--- src/hw/rtl/set_assoc_tlb_lookup_fill_unit_macros.svh ---
// Assertion macros used by the TLB back module, satlb_back.
// Needs nothing else; the including file supplies clock, reset and signals.
`ifndef SET_ASSOC_TLB_LOOKUP_FILL_UNIT_MACROS_SVH
`define SET_ASSOC_TLB_LOOKUP_FILL_UNIT_MACROS_SVH

// The consequent must hold in the same cycle as the antecedent.
`define SATLB_ASSERT_SAME(lbl, clk, rst_n, ante, cons, msg) \
	lbl: assert property (@(posedge clk) disable iff (!rst_n) (ante) |-> (cons)) \
		else $error(msg);

// The consequent must hold in the cycle after the antecedent.
`define SATLB_ASSERT_NEXT(lbl, clk, rst_n, ante, cons, msg) \
	lbl: assert property (@(posedge clk) disable iff (!rst_n) (ante) |=> (cons)) \
		else $error(msg);

`endif

--- src/hw/rtl/satlb_pkg.sv ---
// Shared types and constants of the set-associative TLB.
// No dependencies; the RTL modules and interfaces refer to this package by scoped names, the testbench files import it.
`default_nettype none

package satlb_pkg;

	// Fixed widths of the request and response fields.
	localparam int OP_W        = 1;
	localparam int SET_IDX_W   = 4;
	localparam int TAG_IN_W    = 32;
	localparam int FRAME_IN_W  = 40;
	localparam int FRAME_OUT_W = 40;
	localparam int WAY_OUT_W   = 3;

	// Operation codes.
	localparam logic [OP_W-1:0] OP_LOOKUP = 1'b0;
	localparam logic [OP_W-1:0] OP_FILL   = 1'b1;

	// Replacement LFSR: Galois form, shifted right.
	localparam int                LFSR_W    = 16;
	localparam logic [LFSR_W-1:0] LFSR_SEED = 16'hACE1;
	localparam logic [LFSR_W-1:0] LFSR_TAPS = 16'hB400;

	// Entries in the queue between front and back.
	localparam int QUEUE_DEPTH = 2;

	// A classified request as it travels through the queue.
	typedef struct packed {
		logic [OP_W-1:0]       operation;
		logic [SET_IDX_W-1:0]  set_index;
		logic [TAG_IN_W-1:0]   tag;
		logic [FRAME_IN_W-1:0] frame_in;
	} req_t;

endpackage

`default_nettype wire

--- src/hw/rtl/satlb_fifo.sv ---
// Short request queue between the TLB front and back.
// Depends on satlb_pkg for the entry type and depth.
`default_nettype none

module satlb_fifo (
	input  wire logic              clk,
	input  wire logic              arst_n,
	input  wire satlb_pkg::req_t   push_data,
	input  wire logic              push_valid,
	output logic                   push_ready,
	output satlb_pkg::req_t        pop_data,
	output logic                   pop_valid,
	input  wire logic              pop_ready
);

	localparam int DEPTH = satlb_pkg::QUEUE_DEPTH;
	localparam int PTR_W = (DEPTH > 1) ? $clog2(DEPTH) : 1;
	localparam int CNT_W = $clog2(DEPTH + 1);

	satlb_pkg::req_t entries_q [DEPTH];
	logic [PTR_W-1:0] wr_ptr_q;
	logic [PTR_W-1:0] rd_ptr_q;
	logic [CNT_W-1:0] count_q;
	logic             push;
	logic             pop;

	assign push_ready = (count_q != CNT_W'(DEPTH));
	assign pop_valid  = (count_q != '0);
	assign push       = push_valid && push_ready;
	assign pop        = pop_valid && pop_ready;
	assign pop_data   = entries_q[rd_ptr_q];

	// Pointers wrap at the depth; the count tracks occupancy.
	always_ff @(posedge clk or negedge arst_n) begin
		if (!arst_n) begin
			wr_ptr_q <= '0;
			rd_ptr_q <= '0;
			count_q  <= '0;
		end else begin
			if (push) begin
				wr_ptr_q <= (wr_ptr_q == PTR_W'(DEPTH - 1)) ? '0 : wr_ptr_q + PTR_W'(1);
			end
			if (pop) begin
				rd_ptr_q <= (rd_ptr_q == PTR_W'(DEPTH - 1)) ? '0 : rd_ptr_q + PTR_W'(1);
			end
			if (push && !pop) begin
				count_q <= count_q + CNT_W'(1);
			end else if (pop && !push) begin
				count_q <= count_q - CNT_W'(1);
			end
		end
	end

	// Entry storage.
	always_ff @(posedge clk) begin
		if (push) begin
			entries_q[wr_ptr_q] <= push_data;
		end
	end

endmodule

`default_nettype wire

--- config.mk ---
export PLATFORM = sky130hd
export DESIGN_NAME = satlb_fifo
export DESIGN_NICKNAME = d
export VERILOG_FILES = /design/src/hw/rtl/set_assoc_tlb_lookup_fill_unit_macros.svh /design/src/hw/rtl/satlb_pkg.sv /design/src/hw/rtl/satlb_fifo.sv
export SDC_FILE = /design/constraint.sdc
export NUM_CORES = 1
export LEC_CHECK = 0
export BUFFER_PORTS_ARGS = -buffer_cell sky130_fd_sc_hd__buf_2
export CAP_MARGIN = 20
export CORE_ASPECT_RATIO = 1.2
export CORE_MARGIN = 8
export CORE_UTILIZATION = 56
export DETAILED_ROUTE_END_ITERATION = 10
export PLACE_DENSITY = 0.88
export SLEW_MARGIN = 10
export SYNTH_ARGS = -nofsm -noshare
export SYNTH_HDL_FRONTEND = slang
export SYNTH_SLANG_ARGS = --single-unit
--- constraint.sdc ---
create_clock -name clk -period 10.3 [get_ports clk]
set_clock_uncertainty 0.2 [all_clocks]
set_input_delay 1.03 -clock clk [delete_from_list [all_inputs] [get_ports clk]]
set_output_delay 1.03 -clock clk [all_outputs]
set_load 0.02 [all_outputs]
# Yosys cells after proc, flatten, opt, wreduce, memory -nomap -nowiden
# Memories as Yosys holds them, arrays and structs flattened.
# Cells that the tools add are included.
[totals]
register_bits = 4
latchBits = 0
ramBits = 154
rom_bits = 0
input_bits = 81
word_cells = 23
mem_count = 1
[memory_table]
columns = ["name", "words", "width", "rd", "rd_clocked_by_memory_dff", "write_ports", "line_no", "text"]
rows = [
  ["entries_q", 2, 77, 1, 0, 1, "satlb_fifo.sv:20", "satlb_pkg::req_t entries_q [DEPTH];"],
]
[op_classes]
addsub = 4
n_mul = 0
n_div = 0
n_lt_le_gt_ge = 0
eq_ne = 1
shift = 0
mux = 6
bitwise_logic = 0
reduce_logical = 8
[ops]
columns = ["operator", "count"]
rows = [
  ["$logic_and A1 B1 Y1", 4],
  ["$mux W1", 4],
  ["$mux W2", 2],
  ["$reduce_bool A2 Y1", 2],
  ["$add A1 B1 Y1 const B", 2],
  ["$add A2 B1 Y2 const B", 1],
  ["$logic_not A1 Y1", 2],
  ["$ne A2 B2 Y1 const B", 1],
  ["$sub A2 B1 Y2 const B", 1],
]

# Logic depth before layout (Yosys ltp)
[depth]
word_depth = 6
ltp_mapped = 7

# Least setup slack after synthesis
# Ideal clock, no wire load.
[synth_path]
path_type = "in2reg"
from = "input push_valid"
to = "memory entries_q[0][0] (netlist name), enable pin"
setup_time_ps = 513
arrival_time_ps = 4339
path_slack_ps = 5248
path_stages = 2
n_path_buf = 0
path_cell_list = "nand2_1 > nor2_1"
[synth_between]
elab_chain_cells = 3
[synth_rtl]
columns = ["element", "line_no", "text"]
rows = [
  ["start: declaration", "satlb_fifo.sv:9", "input wire logic push_valid,"],
  ["$logic_and A1 B1 Y1", "satlb_fifo.sv:29", "assign push = push_valid && push_ready;"],
  ["$mux W1", "satlb_fifo.sv:56", "if (push) begin"],
  ["$mux W1 (not written as such)", "satlb_fifo.sv:57", "entries_q[wr_ptr_q] <= push_data;"],
  ["end: declaration", "satlb_fifo.sv:20", ""],
]
# No other way between the ends.

==> reports/metrics.cfg <==
[run_status]
status = finished, final reports clean

[worst_setup_path]
cp.arrival_ns = 1.98
critical_path.max_fanout = 57
path_cells = buf_16 -> mux2_2 -> buf_2
crit_cells = 3
r2r_cells = 4
worstSetupPathType = reg -> out
startpoint_type = register
end_kind = output pin
slowest_stage = dfrtp_4
crit_required_ns = 9.07
critPathBufInv = 2
crit_family = flip-flops
cp_slowest_stage_delay_ns = 0.66

[die]
fp.coreArea_um2 = 10300
fp.dieH_um = 128
initial_utilization_pct = 56.5
design.portCount = 160
fp.dieArea_um2 = 13900
chipWidth_um = 109
fp-row-count = 41

[cells_and_area]
final_cell_mix = buf_2, edfxtp_1, mux2_2, mux2_4, clkbuf_16
multiInputGateArea_um2 = 1040
fillerInstances = 645
final_common_cell = buf_2
diodes = 0
area_delta_synth_final_pct = 26.9
nNetsFinal = 511
seq_area_um2 = 4730
drive_gt1_share_pct = 61.0

[detailed_routing]
vias = 2908
avgRoutedWirePerCell_um = 18.9
antenna_left = 0
drt-initial-drc-count = 148
remaining_drc_errors = 0
viasPerCell = 5.10
drtPass1Iterations = 4
routed_wl_mm = 10.8

[cts]
cts_buffers = 17
cts_tree = built
cts_root_buf = clkbuf_16
hold_buffers = 0
htree_levels = 4
cts_buffer_depth = 2
clkTransAtPathRegs_ns = 0.06
cts_resized = 0
postCtsSetupBuffers = 0
cts_sinks = 158
clock_latency_ns = 0.40

[placed_design]
dp_slack_ns = 7.29
place.port_buffers = 159
hpwlAfterDp_mm = 7.13
gp_congestion = 0.727

[pwr]
p_leak_nw = 2.85
ir_drop_uv = 232
power_density_nw_per_um2 = 312

[grt]
grt_pass1_wl_mm = 16.1
antenna_found_initial = 1
grt_pass1_vias = 3236
grt-ovfl-total = 0
grt_max_degree = 79
grt.total_usage_pct = 15.5

[logic_synthesis]
synth_cell_type_count = 15
synth.net_count = 340
yosysSeqAreaShare_pct = 81.0
synth_warnings = 0
synth_seq_cells = 158
synthCells = 258
synth_area_per_cell_um2 = 22.6
syn-cell-area_um2 = 5830

[timing]
fmax_ghz = 0.311
worstMarginPinSlew_ns = 1.04
finalHoldViolCount = 0
min_period_ns = 3.21
maxSlewViolCount = 0
finalSetupViolations = 0
timing.final.ws_setup_ns = 7.09
min_period_over_period_pct = 31.2
setup_tns_ns = 0
slew_headroom_pct = 30.4
rsz0062_at_grt = false

[flow_run]
maxCapViolations = 0

[worst_hold_path]
min_path_type = in -> async

## final timing paths
kind                            start          endpoint  slack, ns
setup / recovery             rd_ptr_q      pop_data[61]       7.09
hold / removal                 arst_n          wr_ptr_q       0.22
setup reg to reg           count_q[0]  entries_q[0][47]       8.08
hold reg to reg            count_q[1]        count_q[1]       0.33
max in group asynchronous      arst_n          rd_ptr_q       9.54
min in group clk           count_q[1]        count_q[1]       0.33
## power breakdown
part	internal (mW)	leakage, nW	switching, mW
registers	0.884	1.48	0.0575
logic	0.294	1.08	0.414
clock network	0.428	0.298	0.230
## cell families after synthesis
logic type	synth area share, %
xor+xnor	0.751
mux	16.2
flops	81.0
buf+inv	1.27
fa+ha+maj	0.215
simple gates	0.580
## stage by stage
| step | instance area (µm²) | cells | utilization [%] | hold slack, ns | total power, mW |
|---|---|---|---|---|---|
| after floorplan | 5830 | 258 | - | 0.256 | 1.47 |
| after global placement | 6740 | 538 | 65.4 | 0.270 | 1.65 |
| after detailed placement | 6740 | 538 | 65.4 | 0.305 | 1.67 |
| after CTS | 7370 | 569 | 71.5 | 0.207 | 2.33 |
| after global routing | 7400 | 570 | 71.7 | 0.207 | 2.40 |
| final | 7400 | 570 | 71.7 | 0.224 | 2.31 |
## Yosys cell counts
cell,n,area [µm²]
dfrtp_1,4,100
nand2_1,2,7.51
ha_1,1,12.5
xnor2_1,3,26.3
or2_2,1,6.26
buf_2,5,25.0
and3_1,1,6.26
mux2_2,57,642
edfxtp_1,154,4620
nand2b_1,1,6.26
xor2_1,2,17.5
inv_1,1,3.75
nor2_1,2,7.51
mux2_4,20,300
buf_6,4,45.0
## per-layer routing
metal | track usage, % | vias to the layer above | part of all wire [%]
met4 | 6.21 | 2 | 1.1
met5 | 0 | - | 0.12
met2 | 27.2 | 120 | 54
li1 | - | 1361 | -
met1 | 16.1 | 1416 | 37
met3 | 5.89 | 9 | 7.5
## worst reg2reg max path, stage by stage (launching register included)
cell,delay [ns]
dfrtp_1,0.40
nand2b_1,0.16
nand2_1,0.14
nor2_4,0.10
buf_4,0.73
## flip-flops by register name, indices dropped and copies added, names as in the netlist
| register | cells |
|---|---|
| wr_ptr_q | 1 |
| entries_q | 154 |
| count_q | 2 |
| rd_ptr_q | 1 |
## layout make-up
type | instances | area share (%)
Tap cell | 129 | 2.18
Clock inverter | 11 | 2.59
Sequential cell | 158 | 63.9
Clock buffer | 20 | 5.90
Timing Repair Buffer | 161 | 11.2
Inverter | 1 | 0.0507
Multi-Input combinational cell | 90 | 14.1
Power figures use the tool's default switching activity.
