## src/hw/rtl/set_assoc_tlb_lookup_fill_unit_macros.svh

```systemverilog
// Assertion macros used by the TLB back module, satlb_back.
// Needs nothing else; the including file supplies clock, reset and signals.
`ifndef SET_ASSOC_TLB_LOOKUP_FILL_UNIT_MACROS_SVH
`define SET_ASSOC_TLB_LOOKUP_FILL_UNIT_MACROS_SVH

// The consequent must hold in the same cycle as the antecedent.
`define SATLB_ASSERT_SAME(lbl, clk, rst_n, ante, cons, msg) \
	lbl: assert property (@(posedge clk) disable iff (!rst_n) (ante) |-> (cons)) \
		else $error(msg);

// The consequent must hold in the cycle after the antecedent.
`define SATLB_ASSERT_NEXT(lbl, clk, rst_n, ante, cons, msg) \
	lbl: assert property (@(posedge clk) disable iff (!rst_n) (ante) |=> (cons)) \
		else $error(msg);

`endif

```

## src/hw/rtl/satlb_pkg.sv

```systemverilog
// Shared types and constants of the set-associative TLB.
// No dependencies; the RTL modules and interfaces refer to this package by scoped names, the testbench files import it.
`default_nettype none

package satlb_pkg;

	// Fixed widths of the request and response fields.
	localparam int OP_W        = 1;
	localparam int SET_IDX_W   = 4;
	localparam int TAG_IN_W    = 32;
	localparam int FRAME_IN_W  = 40;
	localparam int FRAME_OUT_W = 40;
	localparam int WAY_OUT_W   = 3;

	// Operation codes.
	localparam logic [OP_W-1:0] OP_LOOKUP = 1'b0;
	localparam logic [OP_W-1:0] OP_FILL   = 1'b1;

	// Replacement LFSR: Galois form, shifted right.
	localparam int                LFSR_W    = 16;
	localparam logic [LFSR_W-1:0] LFSR_SEED = 16'hACE1;
	localparam logic [LFSR_W-1:0] LFSR_TAPS = 16'hB400;

	// Entries in the queue between front and back.
	localparam int QUEUE_DEPTH = 2;

	// A classified request as it travels through the queue.
	typedef struct packed {
		logic [OP_W-1:0]       operation;
		logic [SET_IDX_W-1:0]  set_index;
		logic [TAG_IN_W-1:0]   tag;
		logic [FRAME_IN_W-1:0] frame_in;
	} req_t;

endpackage

`default_nettype wire

```

## src/hw/rtl/satlb_if.sv

```systemverilog
// Request and response channel interfaces of the TLB.
// Depends on satlb_pkg for the field widths.
`default_nettype none

interface satlb_req_if;
	logic                                  valid;
	logic                                  ready;
	logic [satlb_pkg::OP_W-1:0]            operation;
	logic [satlb_pkg::SET_IDX_W-1:0]       set_index;
	logic [satlb_pkg::TAG_IN_W-1:0]        tag;
	logic [satlb_pkg::FRAME_IN_W-1:0]      frame_in;

	modport source (output valid, output operation, output set_index, output tag,
		output frame_in, input ready);
	modport sink (input valid, input operation, input set_index, input tag,
		input frame_in, output ready);
endinterface


`default_nettype wire

```

## src/hw/rtl/satlb_front.sv

```systemverilog
// Front stage of the TLB: accepts requests, wraps the set index and trims tag
// and frame to their stored widths. Depends on satlb_pkg and satlb_req_if.
`default_nettype none

module satlb_front #(
	parameter int NUM_SETS   = 16,
	parameter int TAG_BITS   = 32,
	parameter int FRAME_BITS = 40
) (
	input  wire logic              clk,
	input  wire logic              arst_n,
	satlb_req_if.sink              req,
	output satlb_pkg::req_t        push_data,
	output logic                   push_valid,
	input  wire logic              push_ready
);

	localparam int SIW = satlb_pkg::SET_IDX_W;
	localparam int TIW = satlb_pkg::TAG_IN_W;
	localparam int FIW = satlb_pkg::FRAME_IN_W;
	localparam int SET_CODES = 2 ** SIW;

	logic [SIW-1:0]        set_tbl [SET_CODES];
	logic [63:0]           tag_ext;
	logic [TAG_BITS-1:0]   tag_trim;
	logic [63:0]           tag_back;
	logic [63:0]           frame_ext;
	logic [FRAME_BITS-1:0] frame_trim;
	logic [63:0]           frame_back;
	satlb_pkg::req_t       entry_s1;
	logic                  valid_s1;
	logic                  take;

	// Set index wrap, worked out per code at elaboration.
	for (genvar g = 0; g < SET_CODES; g++) begin : g_set_tbl
		assign set_tbl[g] = SIW'(g % NUM_SETS);
	end

	// Drop tag and frame bits above the stored widths.
	assign tag_ext    = 64'(req.tag);
	assign tag_trim   = tag_ext[TAG_BITS-1:0];
	assign tag_back   = 64'(tag_trim);
	assign frame_ext  = 64'(req.frame_in);
	assign frame_trim = frame_ext[FRAME_BITS-1:0];
	assign frame_back = 64'(frame_trim);

	// The stage takes a request when empty or when its entry moves on.
	assign req.ready = !valid_s1 || push_ready;
	assign take      = req.valid && req.ready;

	always_ff @(posedge clk or negedge arst_n) begin
		if (!arst_n) begin
			valid_s1 <= 1'b0;
			entry_s1 <= '0;
		end else begin
			if (take) begin
				valid_s1           <= 1'b1;
				entry_s1.operation <= req.operation;
				entry_s1.set_index <= set_tbl[req.set_index];
				entry_s1.tag       <= tag_back[TIW-1:0];
				entry_s1.frame_in  <= frame_back[FIW-1:0];
			end else if (push_ready) begin
				valid_s1 <= 1'b0;
			end
		end
	end

	assign push_valid = valid_s1;
	assign push_data  = entry_s1;

endmodule

`default_nettype wire

```

## src/flat_wrapper.sv

```systemverilog
// flat-port wrapper written by rule: the top's interface ports become plain ports
module satlb_front_flat 
#(
	parameter int NUM_SETS   = 16,
	parameter int TAG_BITS   = 32,
	parameter int FRAME_BITS = 40
)
  (clk, arst_n, push_data, push_valid, push_ready, req_valid, req_operation, req_set_index, req_tag, req_frame_in, req_ready);
  satlb_req_if req_i ();
  input  wire logic clk;
  input  wire logic arst_n;
  output satlb_pkg::req_t push_data;
  output logic push_valid;
  input  wire logic push_ready;
  input wire logic [$bits(req_i.valid)-1:0] req_valid;
  input wire logic [$bits(req_i.operation)-1:0] req_operation;
  input wire logic [$bits(req_i.set_index)-1:0] req_set_index;
  input wire logic [$bits(req_i.tag)-1:0] req_tag;
  input wire logic [$bits(req_i.frame_in)-1:0] req_frame_in;
  output wire logic [$bits(req_i.ready)-1:0] req_ready;
  assign req_i.valid = req_valid;
  assign req_i.operation = req_operation;
  assign req_i.set_index = req_set_index;
  assign req_i.tag = req_tag;
  assign req_i.frame_in = req_frame_in;
  assign req_ready = req_i.ready;
  satlb_front #(.NUM_SETS(NUM_SETS), .TAG_BITS(TAG_BITS), .FRAME_BITS(FRAME_BITS)) u_core (.clk(clk), .arst_n(arst_n), .req(req_i), .push_data(push_data), .push_valid(push_valid), .push_ready(push_ready));
endmodule
```

## config.mk

```make
export PLATFORM = sky130hd
export DESIGN_NAME = satlb_front_flat
export DESIGN_NICKNAME = d
export VERILOG_FILES = /design/src/hw/rtl/set_assoc_tlb_lookup_fill_unit_macros.svh /design/src/hw/rtl/satlb_pkg.sv /design/src/hw/rtl/satlb_if.sv /design/src/hw/rtl/satlb_front.sv /design/src/flat_wrapper.sv
export SDC_FILE = /design/constraint.sdc
export NUM_CORES = 1
export LEC_CHECK = 0
export BUFFER_PORTS_ARGS = -buffer_cell sky130_fd_sc_hd__clkbuf_2
export CAP_MARGIN = 20
export CORE_UTILIZATION = 45
export DETAILED_ROUTE_END_ITERATION = 7
export PLACE_DENSITY_LB_ADDON = 0.05
export SYNTH_ARGS = -nofsm -noshare
export SYNTH_HDL_FRONTEND = slang
export SYNTH_SLANG_ARGS = --single-unit
```

## constraint.sdc

```tcl
create_clock -name clk -period 1.4 [get_ports clk]
set_input_delay 0.28 -clock clk [delete_from_list [all_inputs] [get_ports clk]]
set_output_delay 0.28 -clock clk [all_outputs]
set_load 0.03 [all_outputs]
```

Word level (Yosys, flattened, before mapping):

Memory sizes are Yosys's and may differ from the RTL's. A register that Yosys moved wholly into a read port is not among the register bits.
Cells that the tools add are included.

* mux-type cells: 2
* bitwise logic cells: 1
* reduce and logical (&&, ||, !) cells: 5

Operator list (number)
* $not A4 Y5: 1
* $logic_not A1 Y1: 2
* $mux W1: 2
* $reduce_bool A2 Y1: 1
* $logic_and A1 B1 Y1: 1
* $logic_or A1 B1 Y1: 1

* flip-flop bits (word level): 74
* bits in read-only memories: 64
* bits of input ports: 81
* output and inout bits: 79
* memories: 1

Memories
* (name not given): depth 16, bits a word 4, read ports 1, clocked after Yosys merged registers in 1, wr ports 0, line satlb_front.sv:59 `entry_s1.set_index <= set_tbl[req.set_index];`

Logic depth before layout (Yosys ltp):

Gate-level depths: netlist of the first run.

* depth after elaboration: 4
* depth in mapped cells: 5
* gate-level depth less buffers: 3

Least setup slack after synthesis of the first run:

Ideal clock, no wire load.

* path kind: reg2reg
* from: register u_core.valid_s1, in the netlist u_core.push_valid
* to: register u_core.entry_s1, in the netlist u_core.push_data[0]
* arrival: 1.411 ns
* data required time: 1.275 ns
* setup slack: -0.136 ns
* cell stages (with the launch flop): 6
* clock period less this slack: 1.536 ns
* cell sequence: dfrtp_1 nand2b_4 nand2_2 buf_6 buf_6 mux2_4

* longest elaborated chain between the ends: 3

Ends and longest elaborated chain
* start: declaration: line satlb_front.sv:31 `logic valid_s1;`
* start signal: assignment: line satlb_front.sv:53 `valid_s1 <= 1'b0;`
* start signal: assignment: line satlb_front.sv:57 `valid_s1 <= 1'b1;`
* start signal: assignment: line satlb_front.sv:63 `valid_s1 <= 1'b0;`
* $logic_not A1 Y1: line satlb_front.sv:48 `assign req.ready = !valid_s1 || push_ready;`
* $logic_or A1 B1 Y1: line satlb_front.sv:48
* net req_ready: line flat_wrapper.sv:20 `output wire logic [$bits(req_i.ready)-1:0] req_ready;`
* $logic_and A1 B1 Y1: line satlb_front.sv:49 `assign take = req.valid && req.ready;`
* end: declaration: line satlb_front.sv:30 `satlb_pkg::req_t entry_s1;`

The timed path passes the listed nets, and every way through them passes these cells.
A chain may end at the register's enable or synchronous reset.

Worst setup path in the final report of the first run:

* from: register u_core.valid_s1, in the netlist u_core.push_valid
* to: output port req_ready

* longest elaborated chain between the ends: 2

Ends and longest elaborated chain (line)
* $logic_not A1 Y1: satlb_front.sv:48
* $logic_or A1 B1 Y1: satlb_front.sv:48
* end: declaration: flat_wrapper.sv:20

Every way passes these cells.

==> results of run 1 <==
[synthesized netlist by cell type]
master	count
mux2_4	30
buf_2	4
dfrtp_1	78
buf_6	4
nand2b_1	1
mux2_2	47
nand2_2	1
nand2b_4	1
[cells in the final DEF, fill, tap and decap left out]
cell             n
clkbuf_2       157
bufinv_16        2
nand2_4          1
buf_4            5
mux2_2          47
mux2_4          30
clkbuf_4         1
clkinv_4         1
clkbuf_8         9
clkinvlp_4       1
dlygate4sd3_1    1
nand2b_4         1
dfrtp_1         77
nand2b_1         1
clkbuf_1         1
buf_12           3
dfrtp_2          1
clkinv_2         2
[flip-flops by register name, summed over array words and instances (netlist names)]
register	cells
u_core.push_valid	1
u_core.push_data	77
[worst min-delay path by stage]
stage | to | start | cells after the start | slack [ns]
2_1_floorplan | u_core.push_data[0] | arst_n | 0 | -0.02
3_3_place_gp | u_core.push_data[16] | arst_n | 1 | 0.18
3_5_place_dp | u_core.push_data[13] | arst_n | 1 | 0.18
4_1_cts | u_core.push_data[13] | req_frame_in[13] | 2 | 0.15
5_1_grt | u_core.push_data[56] | req_tag[16] | 2 | 0.14
6_report | u_core.push_data[13] | req_frame_in[13] | 2 | 0.16
[power by group through the flow]
stage / Clock [mW] / Sequential (mW) / Combinational [mW]
5_1_grt: 1.99 / 2.79 / 1.84
6_report: 1.82 / 2.75 / 1.74
4_1_cts: 1.88 / 2.75 / 1.76
3_5_place_dp: 0 / 2.79 / 1.76
3_3_place_gp: 0 / 2.78 / 1.74
2_1_floorplan: 0 / 3.46 / 0.497
[cells by family (layout without fill, tap and decap cells)]
kind of cell / count (synthesis) / count (layout) / synth area share [%]
buffers and inverters: 8 / 183 / 2.15
flip-flops: 78 / 78 / 64.6
multiplexers: 77 / 77 / 32.4
AND/OR/NAND/NOR: 3 / 3 / 0.869
[per-layer routing]
metal	global-route usage, %	vias up
li1	-	920
met1	25.7	936
met2	28.4	97
met3	7.91	6
met4	6.74	0
met5	0	-
[worst register-to-register path, cell delays in order, from the launching register on]
cell and delay (ns):
dfrtp_2 0.40, nand2b_4 0.07, nand2_4 0.14, buf_4 0.26, mux2_4 0.33
[per-stage QoR]
stage / instances / total power, mW / hold slack (ns) / area, um2 / TNS (ns)
floorplan: 166 / 3.95 / -0.0156 / 3040 / -0.193
global placement: 401 / 4.52 / 0.180 / 3950 / 0
detailed placement: 401 / 4.55 / 0.184 / 3950 / 0
CTS: 418 / 6.39 / 0.146 / 4170 / 0
global route: 418 / 6.62 / 0.139 / 4180 / 0
finish: 418 / 6.32 / 0.157 / 4180 / 0
[area by class of cell]
type,instances,area (um2),area share (%)
sequential,78,1950,46.8
multi-input combinational,80,1010,24.2
tap,77,96.3,2.31
timing repair buffer,167,901,21.6
clock buffer,10,128,3.06
clock inverter,6,86.3,2.07
[timing repair]
item | CTS | global route
endpoints found under the hold margin | 18 | 0
hold buffers | 1 | 0
gates resized for setup | 0 | 2
setup endpoints to repair | 0 | 1
==> results.toml, run 1 <==
[finish]
diodes = 0
finalNetCount = 417
utilization_pct = 65.0
area_growth_pct = 38.1
drive_gt1_share_pct = 76.5
n_fill_cell = 496

[global_route]
grt_pass1_vias = 2059
grt_usage_pct = 19.2
grt_max_degree = 41
grt_first_pass_wirelength_mm = 10.3
grt-ovfl-total = 0
antenna_found_initial = 0

[timing]
fin_crit_ns = 1.34
layout_setup_ws_ns = 0.0588
finalCritPeriodShare_pct = 95.8
finClkSkew_ns = 0.00772
rsz0062_at_grt = "false"
tightest_slew_ns = 0.278
max_slew_margin_pct = 81.5
fmax_mhz = 746
hold_viol = 0
setup_viol = 0
report.final.slew_viol_count = 0

[logic_synthesis]
synth_nets = 247
ys_warn_count = 0
syn_area_um2 = 3020
synth_seq_cells = 78
avgSynthCellArea_um2 = 18.2
synth_top_area_share_pct = 64.6
yosys.area.top_type = "dfrtp_1"
yosysSeqAreaShare_pct = 64.6
syn_inst = 166
yosys-top-cells-area = "dfrtp_1, mux2_2, mux2_4"
synth_cell_types = 8

[clock_network]
cts_root_buffer = "clkbuf_8"
cts_tree = "done"
cts_buffer_depth = 2
cts.sinks = 78
cts_buffers = 9
cts_max_level = 3
post_cts_buffers = 0
cts.clk_slew.worst_paths_ns = 0.08
worstSkewPairLatency_ns = 0.34

[hold_path]
holdCritPathClass = "input port to flip-flop"

[worst_setup_path]
end_kind = "output pin"
crit_slowest_cell = "dfrtp_2"
crit_cells = 2
start_kind = "flip-flop"
crit_arrival_ns = 1.06
cp_num_buf_inv = 1
worst-setup-path-type = "flip-flop to output pin"
worstReg2RegStart = "u_core.push_valid"
startpoint = "u_core.push_valid"
rrSetupSlack_ns = 0.08
cp-endpoint = "req_ready"
r2r_cells = 4
crit_required_ns = 1.12
path_max_fanout = 3
worstPathCellList = "nand2b_4, clkbuf_4"
r2r_end = "u_core.push_data[9]"
cp_top_family = "flip-flops"
worst_path_largest_cell_delay_ns = 0.43

[pwr]
p_sw_share_pct = 32.4
p_sw_mw = 2.05
p_leak_nw = 2.20
cellInternalPower_mw = 4.27
clock_power_share_pct = 28.9
power.density_nw_per_um2 = 1510
p_comb_share_pct = 27.6
ir_drop_mv = 0.672
seq_power_share_pct = 43.5

[floorplan]
core_um2 = 6420
io_pins = 160
die_w_um = 84.0
start_util_pct = 47.1
dieArea_um2 = 7050
fp-row-count = 29
die_h_um = 84.0

[placement]
gp_congestion = 0.718
dp_hpwl_mm = 4.43
io_buffers = 159
pre_cts_slack_ns = 0.0281

[routing]
dr.pass1.iters = 7
drtAntennaViolNets = 0
num_vias = 1959
wl_met2_mm = 2.81
routedWlPerCell_um = 15.0
wl_met3_um = 592
routedLengthMet1_mm = 2.79
drtIter0Drc = 57
wl_mm = 6.26
vias_per_cell = 4.69
top_layer = "met4"
drc = 24

[run_status]
violations = "DRC"
outcome = "finished with violations"

[job]
max-cap-violations = 0
Note: power is estimated with default switching activity, not from simulation.
==> run 2: changes to the inputs <==
CORE_ASPECT_RATIO = 0.5   (was unset)
CORE_MARGIN = 3   (was unset)
==> results.toml, run 2 (synthesis results as in run 1) <==
[run_status]
outcome = "finished, final reports clean"

[routing]
wl_met3_um = 671
num_vias = 2007
vias_per_cell = 4.71
dr.pass1.iters = 4
wl_mm = 6.52
top_layer = "met4"
drtIter0Drc = 74
drtAntennaViolNets = 0
routedWlPerCell_um = 15.3
drc = 0
wl_met2_mm = 3.13
routedLengthMet1_mm = 2.62

[global_route]
antenna_found_initial = 0
grt_pass1_vias = 2196
grt_max_degree = 41
grt_first_pass_wirelength_mm = 10.8
grt-ovfl-total = 0
grt_usage_pct = 18.5

[finish]
final_cell_mix = "clkbuf_2, dfrtp_1, mux2_2, mux2_4, clkbuf_16"
area_growth_pct = 40.2
largest_reg_flops = 77
drive_gt1_share_pct = 75.7
diodes = 0
final_common_cell = "clkbuf_2"
finalNetCount = 415
finalNonFillerCells = 426
design_area_um2 = 4240
utilization_pct = 67.5

[placement]
io_buffers = 159
dp_hpwl_mm = 4.90
dpl_cell_area_um2 = 3960
gp_congestion = 0.732
dp.cells = 410

[timing]
hold_viol = 0
fmax_mhz = 750
tightest_slew_ns = 0.430
holdWs_ns = 0.176
max_slew_margin_pct = 71.3
finalCritPeriodShare_pct = 95.3
setup_viol = 0
fin_crit_ns = 1.33
fin_tns_setup_ns = 0
rsz0062_at_grt = "false"
finClkSkew_ns = 0.00275
report.final.slew_viol_count = 0

[clock_network]
cts.clk_slew.worst_paths_ns = 0.05
post_cts_resized = 0
worstSkewPairLatency_ns = 0.33
cts.sinks = 78
cts_max_level = 3
cts_tree = "done"
cts_buffers = 9
cts_root_buffer = "clkbuf_16"
cts_buffer_depth = 2

[worst_setup_path]
crit_slowest_cell = "dfrtp_2"
path_max_fanout = 3
startpoint = "u_core.push_valid"
end_kind = "output pin"
worst_path_largest_cell_delay_ns = 0.43
start_kind = "flip-flop"
worstPathCellList = "nand2b_4, clkbuf_2"
cp_num_buf_inv = 1
worst-setup-path-type = "flip-flop to output pin"
crit_required_ns = 1.12
worstReg2RegStart = "u_core.push_valid"
cp_top_family = "flip-flops"
crit_arrival_ns = 1.05

[floorplan]
die_h_um = 64.0
core_um2 = 6280
fp-row-count = 20
start_util_pct = 48.1
io_pins = 160
die_w_um = 122
dieArea_um2 = 7800

[job]
max-cap-violations = 0

[pwr]
power.density_nw_per_um2 = 1550
p_leak_nw = 2.22
ir_drop_mv = 0.947

[hold_path]
min_from = "req_tag[20]"
holdCritPathClass = "input port to flip-flop"
[run 2: cell types whose count changed in the layout (fill, tap and decap cells not counted), sizes merged]
cell,previous run,this run
buf,8,6
bufinv,2,0
clkbuf,168,172
clkinv,3,1
clkinvlp,1,0
[run 2: where the power goes]
group | switching [mW] | internal (mW) | total, mW
Combinational | 1.05 | 0.685 | 1.74
Clock | 0.797 | 1.28 | 2.08
Sequential | 0.179 | 2.59 | 2.77
Total | 2.03 | 4.56 | 6.59
[run 2: what timing repair did]
item | CTS | global route
buffers inserted | 0 | 0
setup endpoints to repair | 0 | 0
hold endpoints to repair | 28 | 0
hold buffers | 1 | 0
[run 2: area by class of cell]
class	count	area [um2]
clock inverters	1	5.00
repair buffers	165	896
fillers	467	2040
well taps	88	110
flip-flops and latches	78	1950
multi-input cells	80	1010
clock buffers	14	264
[run 2: final timing paths]
kind	end	slack (ns)	cells past startpoint
setup / recovery	req_ready	0.07	2
hold / removal	u_core.push_data[60]	0.18	2
setup reg to reg	u_core.push_data[31]	0.08	4
hold reg to reg	u_core.push_data[65]	0.50	1
max in group asynchronous	u_core.push_data[31]	0.47	3
min in group asynchronous	u_core.push_data[27]	0.43	2
[run 2: routing by layer]
layer | track usage [%] | vias to the layer above
li1 | - | 915
met1 | 21.1 | 991
met2 | 30.4 | 92
met3 | 8.84 | 9
met4 | 6.70 | 0
met5 | 0 | -
[run 2: stage by stage]
step / power (mW) / worst slack, ns
after floorplan: 3.95 / -0.00642
after global placement: 4.52 / 0.0597
after detailed placement: 4.56 / 0.0228
after CTS: 6.69 / 0.0485
after global routing: 6.92 / 0.0391
final: 6.59 / 0.0660
[run 2: worst reg2reg max path: stages, from the launching register on]
cell	delay [ns]
dfrtp_2	0.39
nand2b_4	0.07
nand2_4	0.10
buf_12	0.24
mux2_2	0.40
==> run 3: changes to the inputs <==
--- a/config.mk
+++ b/config.mk
@@ -9,3 +9,2 @@
 export CAP_MARGIN = 20
-export CORE_ASPECT_RATIO = 0.5
 export CORE_MARGIN = 3
@@ -14,2 +13,3 @@
 export PLACE_DENSITY_LB_ADDON = 0.05
+export SKIP_CTS_REPAIR_TIMING = 1
 export SYNTH_ARGS = -nofsm -noshare
==> constraint.sdc (replaced) <==
create_clock -name clk -period 1.4 [get_ports clk]
set_input_delay 0.14 -clock clk [delete_from_list [all_inputs] [get_ports clk]]
set_output_delay 0.14 -clock clk [all_outputs]
set_load 0.03 [all_outputs]
==> results.toml, run 3 (synthesis results as in run 1) <==
[routing]
wl_mm = 6.43
dr.pass1.iters = 3
drtAntennaViolNets = 0
num_vias = 1911
vias_per_cell = 4.59
drtIter0Drc = 28
drc = 0
routedWlPerCell_um = 15.5

[pwr]
seq_power_share_pct = 43.3
power.density_nw_per_um2 = 1520
p_leak_nw = 2.20
cellInternalPower_mw = 4.28
ir_drop_mv = 0.713
p_comb_share_pct = 27.5
clock_power_share_pct = 29.2
p_sw_share_pct = 32.6
p_sw_mw = 2.07

[timing]
report.final.slew_viol_count = 0
holdWs_ns = 0.0194
rsz0062_at_grt = "false"
setup_viol = 0
hold_viol = 0
finalCritPeriodShare_pct = 91.6
max_slew_margin_pct = 66.5
fin_crit_ns = 1.28
tightest_slew_ns = 0.502
fmax_mhz = 780
finClkSkew_ns = 0.0115
fin_tns_setup_ns = 0

[global_route]
grt_busiest_layer = "met2"
grt_first_pass_wirelength_mm = 9.72
use_met1_pct = 21.2
grt-ovfl-total = 0
use_met3_pct = 6.11
antenna_found_initial = 0
grt_usage_pct = 16.7
grt_pass1_vias = 1986
grt_max_degree = 37
gr-usage-met2_pct = 25.6

[placement]
dp_hpwl_mm = 4.74
gp_congestion = 0.701
io_buffers = 159

[finish]
final_common_cell = "clkbuf_2"
final_cell_mix = "clkbuf_2, dfrtp_1, mux2_2, mux2_4, clkbuf_8"
utilization_pct = 65.2
largest_reg_flops = 77
area_growth_pct = 38.6
diodes = 0
finalNetCount = 415
drive_gt1_share_pct = 76.7

[worst_setup_path]
end_kind = "flip-flop"
worst-setup-path-type = "flip-flop to flip-flop"
crit_arrival_ns = 1.51
start_kind = "flip-flop"
path_max_fanout = 29
crit_required_ns = 1.63

[clock_network]
cts_max_level = 3
cts_buffer_depth = 2
cts_root_buffer = "clkbuf_8"
cts_tree = "done"
cts.clk_slew.worst_paths_ns = 0.09
worstSkewPairLatency_ns = 0.35
cts.sinks = 78
cts_buffers = 9

[job]
max-cap-violations = 0

[floorplan]
core_um2 = 6420
fp-row-count = 29
die_h_um = 88.0
die_w_um = 88.0
start_util_pct = 47.1
io_pins = 160
dieArea_um2 = 7740

[run_status]
outcome = "finished, final reports clean"

[hold_path]
holdCritPathClass = "input port to flip-flop"
run 3: metrics by stage:
step | area [um2] | total power [mW] | std cells | setup WS (ns)
floorplan | 3040 | 3.95 | 166 | -0.00642
global placement | 3960 | 4.54 | 399 | 0.143
detailed placement | 3960 | 4.56 | 399 | 0.111
CTS | 4180 | 6.42 | 415 | 0.104
global route | 4190 | 6.65 | 416 | 0.0658
finish | 4190 | 6.35 | 416 | 0.117
run 3: layout make-up:
cell class	count	area, um2
clock inverters	7	97.6
clock buffers	9	124
flip-flops and latches	78	1950
multi-input cells	80	1010
well taps	77	96.3
repair buffers	165	908
fillers	489	2230
run 3: power by group through the flow:
| stage | Sequential, mW | Combinational (mW) | Clock [mW] |
|---|---|---|---|
| after floorplan | 3.46 | 0.497 | 0 |
| after global placement | 2.79 | 1.75 | 0 |
| after detailed placement | 2.79 | 1.77 | 0 |
| after CTS | 2.75 | 1.77 | 1.90 |
| after global routing | 2.80 | 1.85 | 2.00 |
| final | 2.75 | 1.75 | 1.86 |
run 3: metal layers:
layer | share of wire (%) | up-vias
met5 | 0 | -
met4 | 1.4 | 0
met3 | 9.6 | 10
met2 | 47 | 89
met1 | 42 | 897
li1 | - | 915
run 3: critical path, stage by stage, from the launching register on:
cell and delay [ns]:
dfrtp_2 0.39, nand2b_4 0.07, nand2_4 0.11, buf_12 0.23, mux2_2 0.36
run 3: final timing paths:
| path | cells after the start | start | slack [ns] | end |
|---|---|---|---|---|
| hold reg to reg | 1 | u_core.push_data[61] | 0.51 | u_core.push_data[61] |
| max in group asynchronous | 3 | arst_n | 0.57 | u_core.push_data[46] |
| setup reg to reg | 4 | u_core.push_valid | 0.12 | u_core.push_data[30] |
| min in group asynchronous | 2 | arst_n | 0.31 | u_core.push_data[39] |
| setup / recovery | 4 | u_core.push_valid | 0.12 | u_core.push_data[30] |
| hold / removal | 2 | req_frame_in[29] | 0.02 | u_core.push_data[29] |
